`src/hdl/bcd_pkg.sv`:
```
package bcd_pkg;

    // Timer and field widths.
    localparam int TIMER_WIDTH = 16;
    localparam int DT_WIDTH    = 16;
    localparam int CFG_WIDTH   = 16;
    localparam int SUM_WIDTH   = ((TIMER_WIDTH > DT_WIDTH) ? TIMER_WIDTH : DT_WIDTH) + 1;

    typedef logic [TIMER_WIDTH-1:0] timer_t;
    typedef logic [DT_WIDTH-1:0]    dt_t;
    typedef logic [CFG_WIDTH-1:0]   cfg_word_t;

    localparam timer_t TIMER_MAX = {TIMER_WIDTH{1'b1}};

    // Defaults that replace a register value of zero, and the click count limit.
    localparam cfg_word_t DEF_DEBOUNCE = 16'd20;
    localparam cfg_word_t DEF_LONG     = 16'd800;
    localparam cfg_word_t DEF_GAP      = 16'd250;
    localparam logic [1:0] MAX_CLICKS  = 2'd2;

    // Queue between the front and the back.
    localparam int FIFO_DEPTH = 4;
    localparam int FIFO_AW    = $clog2(FIFO_DEPTH);

    typedef enum logic [2:0] {
        EV_DOWN   = 3'd0,
        EV_UP     = 3'd1,
        EV_LONG   = 3'd2,
        EV_SINGLE = 3'd3,
        EV_DOUBLE = 3'd4
    } event_code_t;

    typedef enum logic {
        OP_TICK   = 1'b0,
        OP_RESYNC = 1'b1
    } opcode_t;

    typedef enum logic [1:0] {
        CFG_PRESS_LEVEL     = 2'd0,
        CFG_DEBOUNCE_TIME   = 2'd1,
        CFG_LONG_PRESS_TIME = 2'd2,
        CFG_CLICK_GAP_TIME  = 2'd3
    } cfg_index_t;

    // Configuration register set.
    typedef struct packed {
        logic      press_level;
        cfg_word_t debounce_time;
        cfg_word_t long_press_time;
        cfg_word_t click_gap_time;
    } cfg_t;

    // One queue entry holds the one or two events of a tick.
    typedef struct packed {
        logic        two;
        event_code_t ev0;
        event_code_t ev1;
    } fifo_entry_t;

    // Saturating timer add.
    function automatic timer_t add_sat(timer_t t, dt_t inc);
        logic [SUM_WIDTH-1:0] s;
        s = SUM_WIDTH'(t) + SUM_WIDTH'(inc);
        if (s > SUM_WIDTH'(TIMER_MAX))
        begin
            return TIMER_MAX;
        end
        return timer_t'(s);
    endfunction

    // True when the timer has reached the threshold, zero meaning the default.
    function automatic logic reached(timer_t t, cfg_word_t v, cfg_word_t dflt);
        cfg_word_t limit;
        limit = (v == '0) ? dflt : v;
        return SUM_WIDTH'(t) >= SUM_WIDTH'(limit);
    endfunction

endpackage

```
`src/hdl/bcd_front.sv`:
```
module bcd_front
    import bcd_pkg::*;
(
    input  logic        clk,
    input  logic        rst_n,
    input  logic        in_valid,
    output logic        in_ready,
    input  logic        opcode,
    input  logic        raw_level,
    input  logic [15:0] elapsed_time,
    input  logic        cfg_valid,
    output logic        cfg_ready,
    input  logic [1:0]  cfg_index,
    input  logic [15:0] cfg_data,
    input  logic        fifo_full,
    output logic        push,
    output fifo_entry_t push_data
);

    cfg_t        cfg_reg;
    logic        deb_reg, deb_next;
    logic        prev_reg, prev_next;
    timer_t      steady_reg, steady_next;
    timer_t      hold_reg, hold_next;
    timer_t      gap_reg, gap_next;
    logic [1:0]  clicks_reg, clicks_next;
    logic        long_reg, long_next;
    logic        raw;
    logic [1:0]  n;
    event_code_t ev0, ev1;
    logic        accept;

    assign cfg_ready = 1'b1;
    assign in_ready  = !fifo_full;
    assign accept    = in_valid && in_ready;

    // Configuration registers.
    always_ff @(posedge clk or negedge rst_n)
    begin
        if (!rst_n)
        begin
            cfg_reg.press_level     <= 1'b0;
            cfg_reg.debounce_time   <= DEF_DEBOUNCE;
            cfg_reg.long_press_time <= DEF_LONG;
            cfg_reg.click_gap_time  <= DEF_GAP;
        end
        else if (cfg_valid)
        begin
            case (cfg_index)
                CFG_PRESS_LEVEL:     cfg_reg.press_level     <= cfg_data[0];
                CFG_DEBOUNCE_TIME:   cfg_reg.debounce_time   <= cfg_data;
                CFG_LONG_PRESS_TIME: cfg_reg.long_press_time <= cfg_data;
                CFG_CLICK_GAP_TIME:  cfg_reg.click_gap_time  <= cfg_data;
                default: ;
            endcase
        end
    end

    // Debounce, hold and gap evaluation of one tick, or a resync of the button state.
    always_comb
    begin
        raw         = (raw_level == cfg_reg.press_level);
        deb_next    = deb_reg;
        prev_next   = prev_reg;
        steady_next = steady_reg;
        hold_next   = hold_reg;
        gap_next    = gap_reg;
        clicks_next = clicks_reg;
        long_next   = long_reg;
        n           = 2'd0;
        ev0         = EV_DOWN;
        ev1         = EV_DOWN;

        if (opcode == OP_RESYNC)
        begin
            deb_next    = raw;
            prev_next   = raw;
            steady_next = '0;
            hold_next   = '0;
            gap_next    = '0;
            clicks_next = '0;
            long_next   = 1'b0;
        end
        else
        begin
            if (raw != prev_reg)
            begin
                prev_next   = raw;
                steady_next = '0;
            end
            else
            begin
                steady_next = add_sat(steady_reg, elapsed_time);
                if (reached(steady_next, cfg_reg.debounce_time, DEF_DEBOUNCE)
                    && (deb_reg != raw))
                begin
                    deb_next = raw;
                    n        = 2'd1;
                    if (raw)
                    begin
                        hold_next = '0;
                        long_next = 1'b0;
                        ev0       = EV_DOWN;
                    end
                    else
                    begin
                        ev0 = EV_UP;
                        if (!long_reg)
                        begin
                            if (clicks_reg < MAX_CLICKS)
                            begin
                                clicks_next = clicks_reg + 2'd1;
                            end
                        end
                        else
                        begin
                            clicks_next = '0;
                        end
                        gap_next = '0;
                    end
                end
            end

            // A long press while held, or the end of a click sequence while released.
            if (deb_next)
            begin
                hold_next = add_sat(hold_next, elapsed_time);
                if (!long_next && reached(hold_next, cfg_reg.long_press_time, DEF_LONG))
                begin
                    long_next   = 1'b1;
                    clicks_next = '0;
                    gap_next    = '0;
                    if (n == 2'd0)
                    begin
                        ev0 = EV_LONG;
                    end
                    else
                    begin
                        ev1 = EV_LONG;
                    end
                    n = n + 2'd1;
                end
            end
            else if (clicks_next != '0)
            begin
                gap_next = add_sat(gap_next, elapsed_time);
                if (reached(gap_next, cfg_reg.click_gap_time, DEF_GAP))
                begin
                    if (n == 2'd0)
                    begin
                        ev0 = (clicks_next >= MAX_CLICKS) ? EV_DOUBLE : EV_SINGLE;
                    end
                    else
                    begin
                        ev1 = (clicks_next >= MAX_CLICKS) ? EV_DOUBLE : EV_SINGLE;
                    end
                    n           = n + 2'd1;
                    clicks_next = '0;
                    gap_next    = '0;
                end
            end
        end
    end

    assign push          = accept && (n != 2'd0);
    assign push_data.two = (n == 2'd2);
    assign push_data.ev0 = ev0;
    assign push_data.ev1 = ev1;

    // Button state registers.
    always_ff @(posedge clk or negedge rst_n)
    begin
        if (!rst_n)
        begin
            deb_reg    <= 1'b0;
            prev_reg   <= 1'b0;
            steady_reg <= '0;
            hold_reg   <= '0;
            gap_reg    <= '0;
            clicks_reg <= '0;
            long_reg   <= 1'b0;
        end
        else if (accept)
        begin
            deb_reg    <= deb_next;
            prev_reg   <= prev_next;
            steady_reg <= steady_next;
            hold_reg   <= hold_next;
            gap_reg    <= gap_next;
            clicks_reg <= clicks_next;
            long_reg   <= long_next;
        end
    end

endmodule

```
`src/hdl/bcd_fifo.sv`:
```
module bcd_fifo
    import bcd_pkg::*;
(
    input  logic        clk,
    input  logic        rst_n,
    input  logic        push,
    input  fifo_entry_t push_data,
    output logic        full,
    input  logic        pop,
    output fifo_entry_t head,
    output logic        empty
);

    fifo_entry_t        mem_reg [FIFO_DEPTH];
    logic [FIFO_AW-1:0] wr_ptr_reg, rd_ptr_reg;
    logic [FIFO_AW:0]   count_reg;

    assign full  = (count_reg == (FIFO_AW+1)'(FIFO_DEPTH));
    assign empty = (count_reg == '0);
    assign head  = mem_reg[rd_ptr_reg];

    // Entry storage.
    always_ff @(posedge clk)
    begin
        if (push)
        begin
            mem_reg[wr_ptr_reg] <= push_data;
        end
    end

    // Pointers and fill count.
    always_ff @(posedge clk or negedge rst_n)
    begin
        if (!rst_n)
        begin
            wr_ptr_reg <= '0;
            rd_ptr_reg <= '0;
            count_reg  <= '0;
        end
        else
        begin
            if (push)
            begin
                wr_ptr_reg <= (wr_ptr_reg == FIFO_AW'(FIFO_DEPTH - 1)) ? '0
                                                                       : wr_ptr_reg + 1'b1;
            end
            if (pop)
            begin
                rd_ptr_reg <= (rd_ptr_reg == FIFO_AW'(FIFO_DEPTH - 1)) ? '0
                                                                       : rd_ptr_reg + 1'b1;
            end
            if (push && !pop)
            begin
                count_reg <= count_reg + 1'b1;
            end
            else if (pop && !push)
            begin
                count_reg <= count_reg - 1'b1;
            end
        end
    end

endmodule

```
`src/hdl/bcd_back.sv`:
```
module bcd_back
    import bcd_pkg::*;
(
    input  logic        clk,
    input  logic        rst_n,
    input  fifo_entry_t head,
    input  logic        empty,
    output logic        pop,
    output logic        out_valid,
    input  logic        out_ready,
    output logic [2:0]  event_code,
    output logic        last_event
);

    logic sel_reg, sel_next;

    // Walk through the one or two events of the head entry.
    assign out_valid  = !empty;
    assign event_code = sel_reg ? head.ev1 : head.ev0;
    assign last_event = sel_reg || !head.two;
    assign pop        = out_valid && out_ready && last_event;

    always_comb
    begin
        sel_next = sel_reg;
        if (out_valid && out_ready)
        begin
            sel_next = !last_event;
        end
    end

    always_ff @(posedge clk or negedge rst_n)
    begin
        if (!rst_n)
        begin
            sel_reg <= 1'b0;
        end
        else
        begin
            sel_reg <= sel_next;
        end
    end

endmodule

```
`src/hdl/button_click_detector_top.sv`:
```
// A tick whose events enter an empty queue shows its first event in the next cycle.
// Throughput: one tick item per cycle while the queue is not full; events leave at one per
// cycle while out_ready is high, so a tick with two events holds the output for both, and a
// four-entry queue absorbs the difference. Input ready drops only when that queue is full.
// Reset (rst_n, asynchronous, active low) clears all button state and the queue and loads
// the default configuration: active level 0, debounce 20, long press 800, click gap 250.
module button_click_detector_top
    import bcd_pkg::*;
(
    input  logic        clk,
    input  logic        rst_n,
    input  logic        in_valid,
    output logic        in_ready,
    input  logic        opcode,
    input  logic        raw_level,
    input  logic [15:0] elapsed_time,
    output logic        out_valid,
    input  logic        out_ready,
    output logic [2:0]  event_code,
    output logic        last_event,
    input  logic        cfg_valid,
    output logic        cfg_ready,
    input  logic [1:0]  cfg_index,
    input  logic [15:0] cfg_data
);

    fifo_entry_t push_data, head;
    logic        push, pop, full, empty;

    // Front: configuration and per-tick evaluation.
    bcd_front u_front (
        .clk          (clk),
        .rst_n        (rst_n),
        .in_valid     (in_valid),
        .in_ready     (in_ready),
        .opcode       (opcode),
        .raw_level    (raw_level),
        .elapsed_time (elapsed_time),
        .cfg_valid    (cfg_valid),
        .cfg_ready    (cfg_ready),
        .cfg_index    (cfg_index),
        .cfg_data     (cfg_data),
        .fifo_full    (full),
        .push         (push),
        .push_data    (push_data)
    );

    // Event queue.
    bcd_fifo u_fifo (
        .clk       (clk),
        .rst_n     (rst_n),
        .push      (push),
        .push_data (push_data),
        .full      (full),
        .pop       (pop),
        .head      (head),
        .empty     (empty)
    );

    // Back: serializes events onto the output channel.
    bcd_back u_back (
        .clk        (clk),
        .rst_n      (rst_n),
        .head       (head),
        .empty      (empty),
        .pop        (pop),
        .out_valid  (out_valid),
        .out_ready  (out_ready),
        .event_code (event_code),
        .last_event (last_event)
    );

    // The queue is never written while full.
    a_no_overflow: assert property (@(posedge clk) disable iff (!rst_n)
        push |-> !full)
        else $error("event queue written while full");

    // A resync item never produces an event.
    a_resync_silent: assert property (@(posedge clk) disable iff (!rst_n)
        (in_valid && in_ready && (opcode == OP_RESYNC)) |-> !push)
        else $error("resync item produced an event");

    // An item that pushes into an empty queue shows up on the output next cycle.
    a_push_visible: assert property (@(posedge clk) disable iff (!rst_n)
        (push && empty) |=> out_valid)
        else $error("pushed event not visible on the output");

endmodule
```
`config.mk`:
```
export PLATFORM = sky130hd
export DESIGN_NAME = button_click_detector_top
export DESIGN_NICKNAME = d
export VERILOG_FILES = /design/src/hdl/bcd_pkg.sv /design/src/hdl/bcd_front.sv /design/src/hdl/bcd_fifo.sv /design/src/hdl/bcd_back.sv /design/src/hdl/button_click_detector_top.sv
export SDC_FILE = /design/constraint.sdc
export NUM_CORES = 1
export LEC_CHECK = 0
export BUFFER_PORTS_ARGS = -buffer_cell sky130_fd_sc_hd__buf_2
export CORE_AREA = 2 2 133 135
export CTS_BUF_LIST = sky130_fd_sc_hd__clkbuf_4
export CTS_CLUSTER_DIAMETER = 100
export DETAILED_ROUTE_END_ITERATION = 8
export DIE_AREA = 0 0 135 137
export GPL_ROUTABILITY_DRIVEN = 0
export PLACE_DENSITY = 0.89
export SLEW_MARGIN = 20
export SYNTH_ARGS = -nofsm -noshare
export SYNTH_HDL_FRONTEND = slang
export SYNTH_SLANG_ARGS = --single-unit
export TNS_END_PERCENT = 5
```
`constraint.sdc`:
```
create_clock -name clk -period 9.5 [get_ports clk]
set_input_delay 1.425 -clock clk [delete_from_list [all_inputs] [get_ports clk]]
set_output_delay 1.425 -clock clk [all_outputs]
set_load 0.02 [all_outputs]
```
==> results.ini <==
[flow_run]
maxCapViolations=0

[synth]
syn_area_per_cell_um2=10.1
async_reset_ff_share_pct=79.7
synth.distinct_cells=79
yosys_warnings=0
synth_edf_count=28
synth_seq_area_share_pct=36.9
synthCells=971
synthFlopType=dfrtp_1
syn-cell-area_mm2=0.00977
syn-num-nets=1125
ys_seq_elements=138

[sta]
hold_viol=0
finalClockSkew_ps=23.6
fin_ws_ps=-321
period_needed_ps=9820
worst_pin_slew_ps=999
relSlewSlack_pct=32.8
rsz0062_at_grt=yes
maxSlewViolCount=0
period_share_pct=103
setup_viol=2
max_clock_freq_mhz=102

[critical_path]
critPathArrivalTime_ps=10350
r2r-start=u_front.steady_reg[0]
max_stage_delay_ps=420
end_kind=register
worstPathMaxFanout=4
cp-start-kind=input port
worstSetupPathType=in2reg
critical_path_required_ps=10030
cp-startpoint=elapsed_time[5]
slowest_stage=fa_2

[routing]
num_vias=9231
wire_per_inst_um=22.8
dr.pass1.iters=6
detail-route-antenna-nets=0
viasPerCell=6.64
routed_wl_um=31600
drc=0
drtIter0Drc=1043

[power]
clkPwrFrac_pct=10.4
power_frac_seq_pct=23.4
comb_power_share_pct=66.3
switching_share_pct=46.5
p_leak_nw=5.68
p_per_area_mw_per_mm2=317
p_sw_mw=1.80
peakVddDrop_uv=210
internal_power_mw=2.07

[clock_network]
clock_sinks=138
cts_root_buf=clkbuf_4
cts-buffers-inserted=17
holdBufCountCts=0
htree_levels=4
cts_buffer_depth=2
clk_pin_slew_worst_paths_ps=150
cts_tree=done
worstSkewPairLatency_ps=600

[placed_design]
dp_cells=1345
portBuffers=46
post-dp-hpwl_um=21600

[status]
violations=negative setup slack
status=finished with violations

[grt]
grt_pass1_vias=8795
grt_max_degree=81
antenna_found_initial=1
grt_overflow=0
track_usage_pct=31.7
grt_pass1_wl_um=45100

[cells_and_area]
largest_reg_flops=49
fillers=1076
final_layout_size_suffix_gt1_share_pct=33.8
utilization_pct=71.4
layout.nets=1305
final_cells=1390
syn_to_final_growth_pct=24.7

[hold_path]
hold_path.class=reg2reg
hp-start=u_front.hold_reg[0]

[floorplan]
rows=48
die_w_um=135
initial_core_util_pct=57.3
core_mm2=0.0171
die_h_um=137
die-area_mm2=0.0185
pin_count=48

-- path summary, 6_finish.rpt --
kind	endpoint	slack, ps	depth (start not counted)
min in group asynchronous	u_front.steady_reg[7]	750	1
setup reg to reg	u_fifo.count_reg[2]	140	47
max in group asynchronous	u_front.cfg_reg[5]	7690	3
hold / removal	u_front.hold_reg[0]	510	2
setup / recovery	u_fifo.count_reg[2]	-320	46
hold reg to reg	u_front.hold_reg[0]	510	2
-- logic make-up after synthesis --
family	count (synthesis)	share of synthesized area, %
AOI/OAI and AO/OA	235	17.5
xor gates and xnor gates	37	3.39
adders and majority gates	113	14.8
buffers and inverters	92	3.72
DFF	138	36.9
muxes	68	8.67
other	1	0.0384
and+or+nand+nor	287	15.0
-- metal layers --
metal / GRT usage (%) / part of all wire (%) / wire length (um) / vias up
li1: - / - / - / 3925
met1: 40.3 / 37 / 11800 / 4379
met2: 51.5 / 45 / 14300 / 688
met3: 7.37 / 10 / 3230 / 239
met4: 14.6 / 7.1 / 2250 / 0
met5: 0 / 0 / 0 / -
-- cell usage after synthesis (all sizes together) (7+ instances only) --
master / instances / area share [%]
a211oi: 7 / 0.54
a21o: 21 / 1.6
a21oi: 35 / 1.8
a22o: 40 / 3.6
a31oi: 9 / 0.64
and2: 25 / 1.6
clkbuf: 25 / 0.96
dfrtp: 99 / 25
dfstp: 11 / 3.0
edfxtp: 28 / 8.6
ha: 109 / 14
inv: 61 / 2.3
mux2: 57 / 6.6
mux4: 7 / 1.6
nand2: 74 / 2.8
nand2b: 27 / 1.7
nand3: 8 / 0.41
nor2: 63 / 2.4
nor2b: 24 / 1.5
nor3: 12 / 0.61
nor4: 19 / 1.3
o211ai: 12 / 0.92
o21a: 8 / 0.63
o21ai: 51 / 2.7
xnor2: 16 / 1.5
xor2: 21 / 1.9
-- power by group through the flow --
stage / clock (mW) / sequential (mW) / combinational, mW
after floorplan: 0 / 0.837 / 1.49
after global placement: 0 / 0.892 / 2.08
after detailed placement: 0 / 0.901 / 2.19
after CTS: 0.399 / 0.892 / 2.23
after global routing: 0.421 / 0.915 / 2.73
final: 0.401 / 0.903 / 2.56
-- timing repair --
action / 4_1_cts / 5_1_grt
endpoints found under the hold margin: 0 / 0
setup buffers: 0 / 11
pin swaps: 0 / 45
gates resized for setup: 2 / 58
setup endpoints to repair: 2 / 37
-- cell type report --
class                   instances  area [um2]  area share [%]
diodes                          1        2.50          0.0206
clock buffers                  17         128            1.05
clock inverters                15         151            1.24
inverters                      61         229            1.88
multi-input cells             741        6350            52.1
flip-flops and latches        138        3610            29.6
well taps                     225         282            2.31
repair buffers                192        1430            11.8
-- layout by cell type (no fill, tap or decap), types with 30 or more instances in the layout --
master,Yosys,routed
ha_1,109,91
a21oi_1,35,30
o21ai_0,46,38
inv_1,61,56
buf_2,2,43
buf_4,2,139
a22o_1,40,40
dfrtp_1,99,99
nand2_1,74,69
mux2_2,55,55
nor2_1,63,60
-- worst max-delay path, delay by kind of cell --
| family | cells | cell delay [ps] |
|---|---|---|
| and+or+nand+nor | 7 | 1090 |
| adders and majority gates | 8 | 2340 |
| AOI/OAI and AO/OA | 19 | 3820 |
| buffers and inverters | 9 | 980 |
| xor gates and xnor gates | 3 | 690 |
-- per-stage QoR --
| stage | power, mW | area, um2 | hold WS (ps) | setup WS [ps] | TNS (ps) |
|---|---|---|---|---|---|
| 3_5_place_dp | 3.09 | 11500 | 472 | -588 | -9000 |
| 6_report | 3.87 | 12200 | 506 | -321 | -548 |
| 2_1_floorplan | 2.33 | 10100 | 442 | -349 | -682 |
| 5_1_grt | 4.07 | 12200 | 534 | -718 | -10190 |
| 3_3_place_gp | 2.97 | 11500 | 458 | -315 | -916 |
| 4_1_cts | 3.52 | 11800 | 514 | 49.3 | 0 |
No activity file was read; power rests on OpenSTA's default activity.
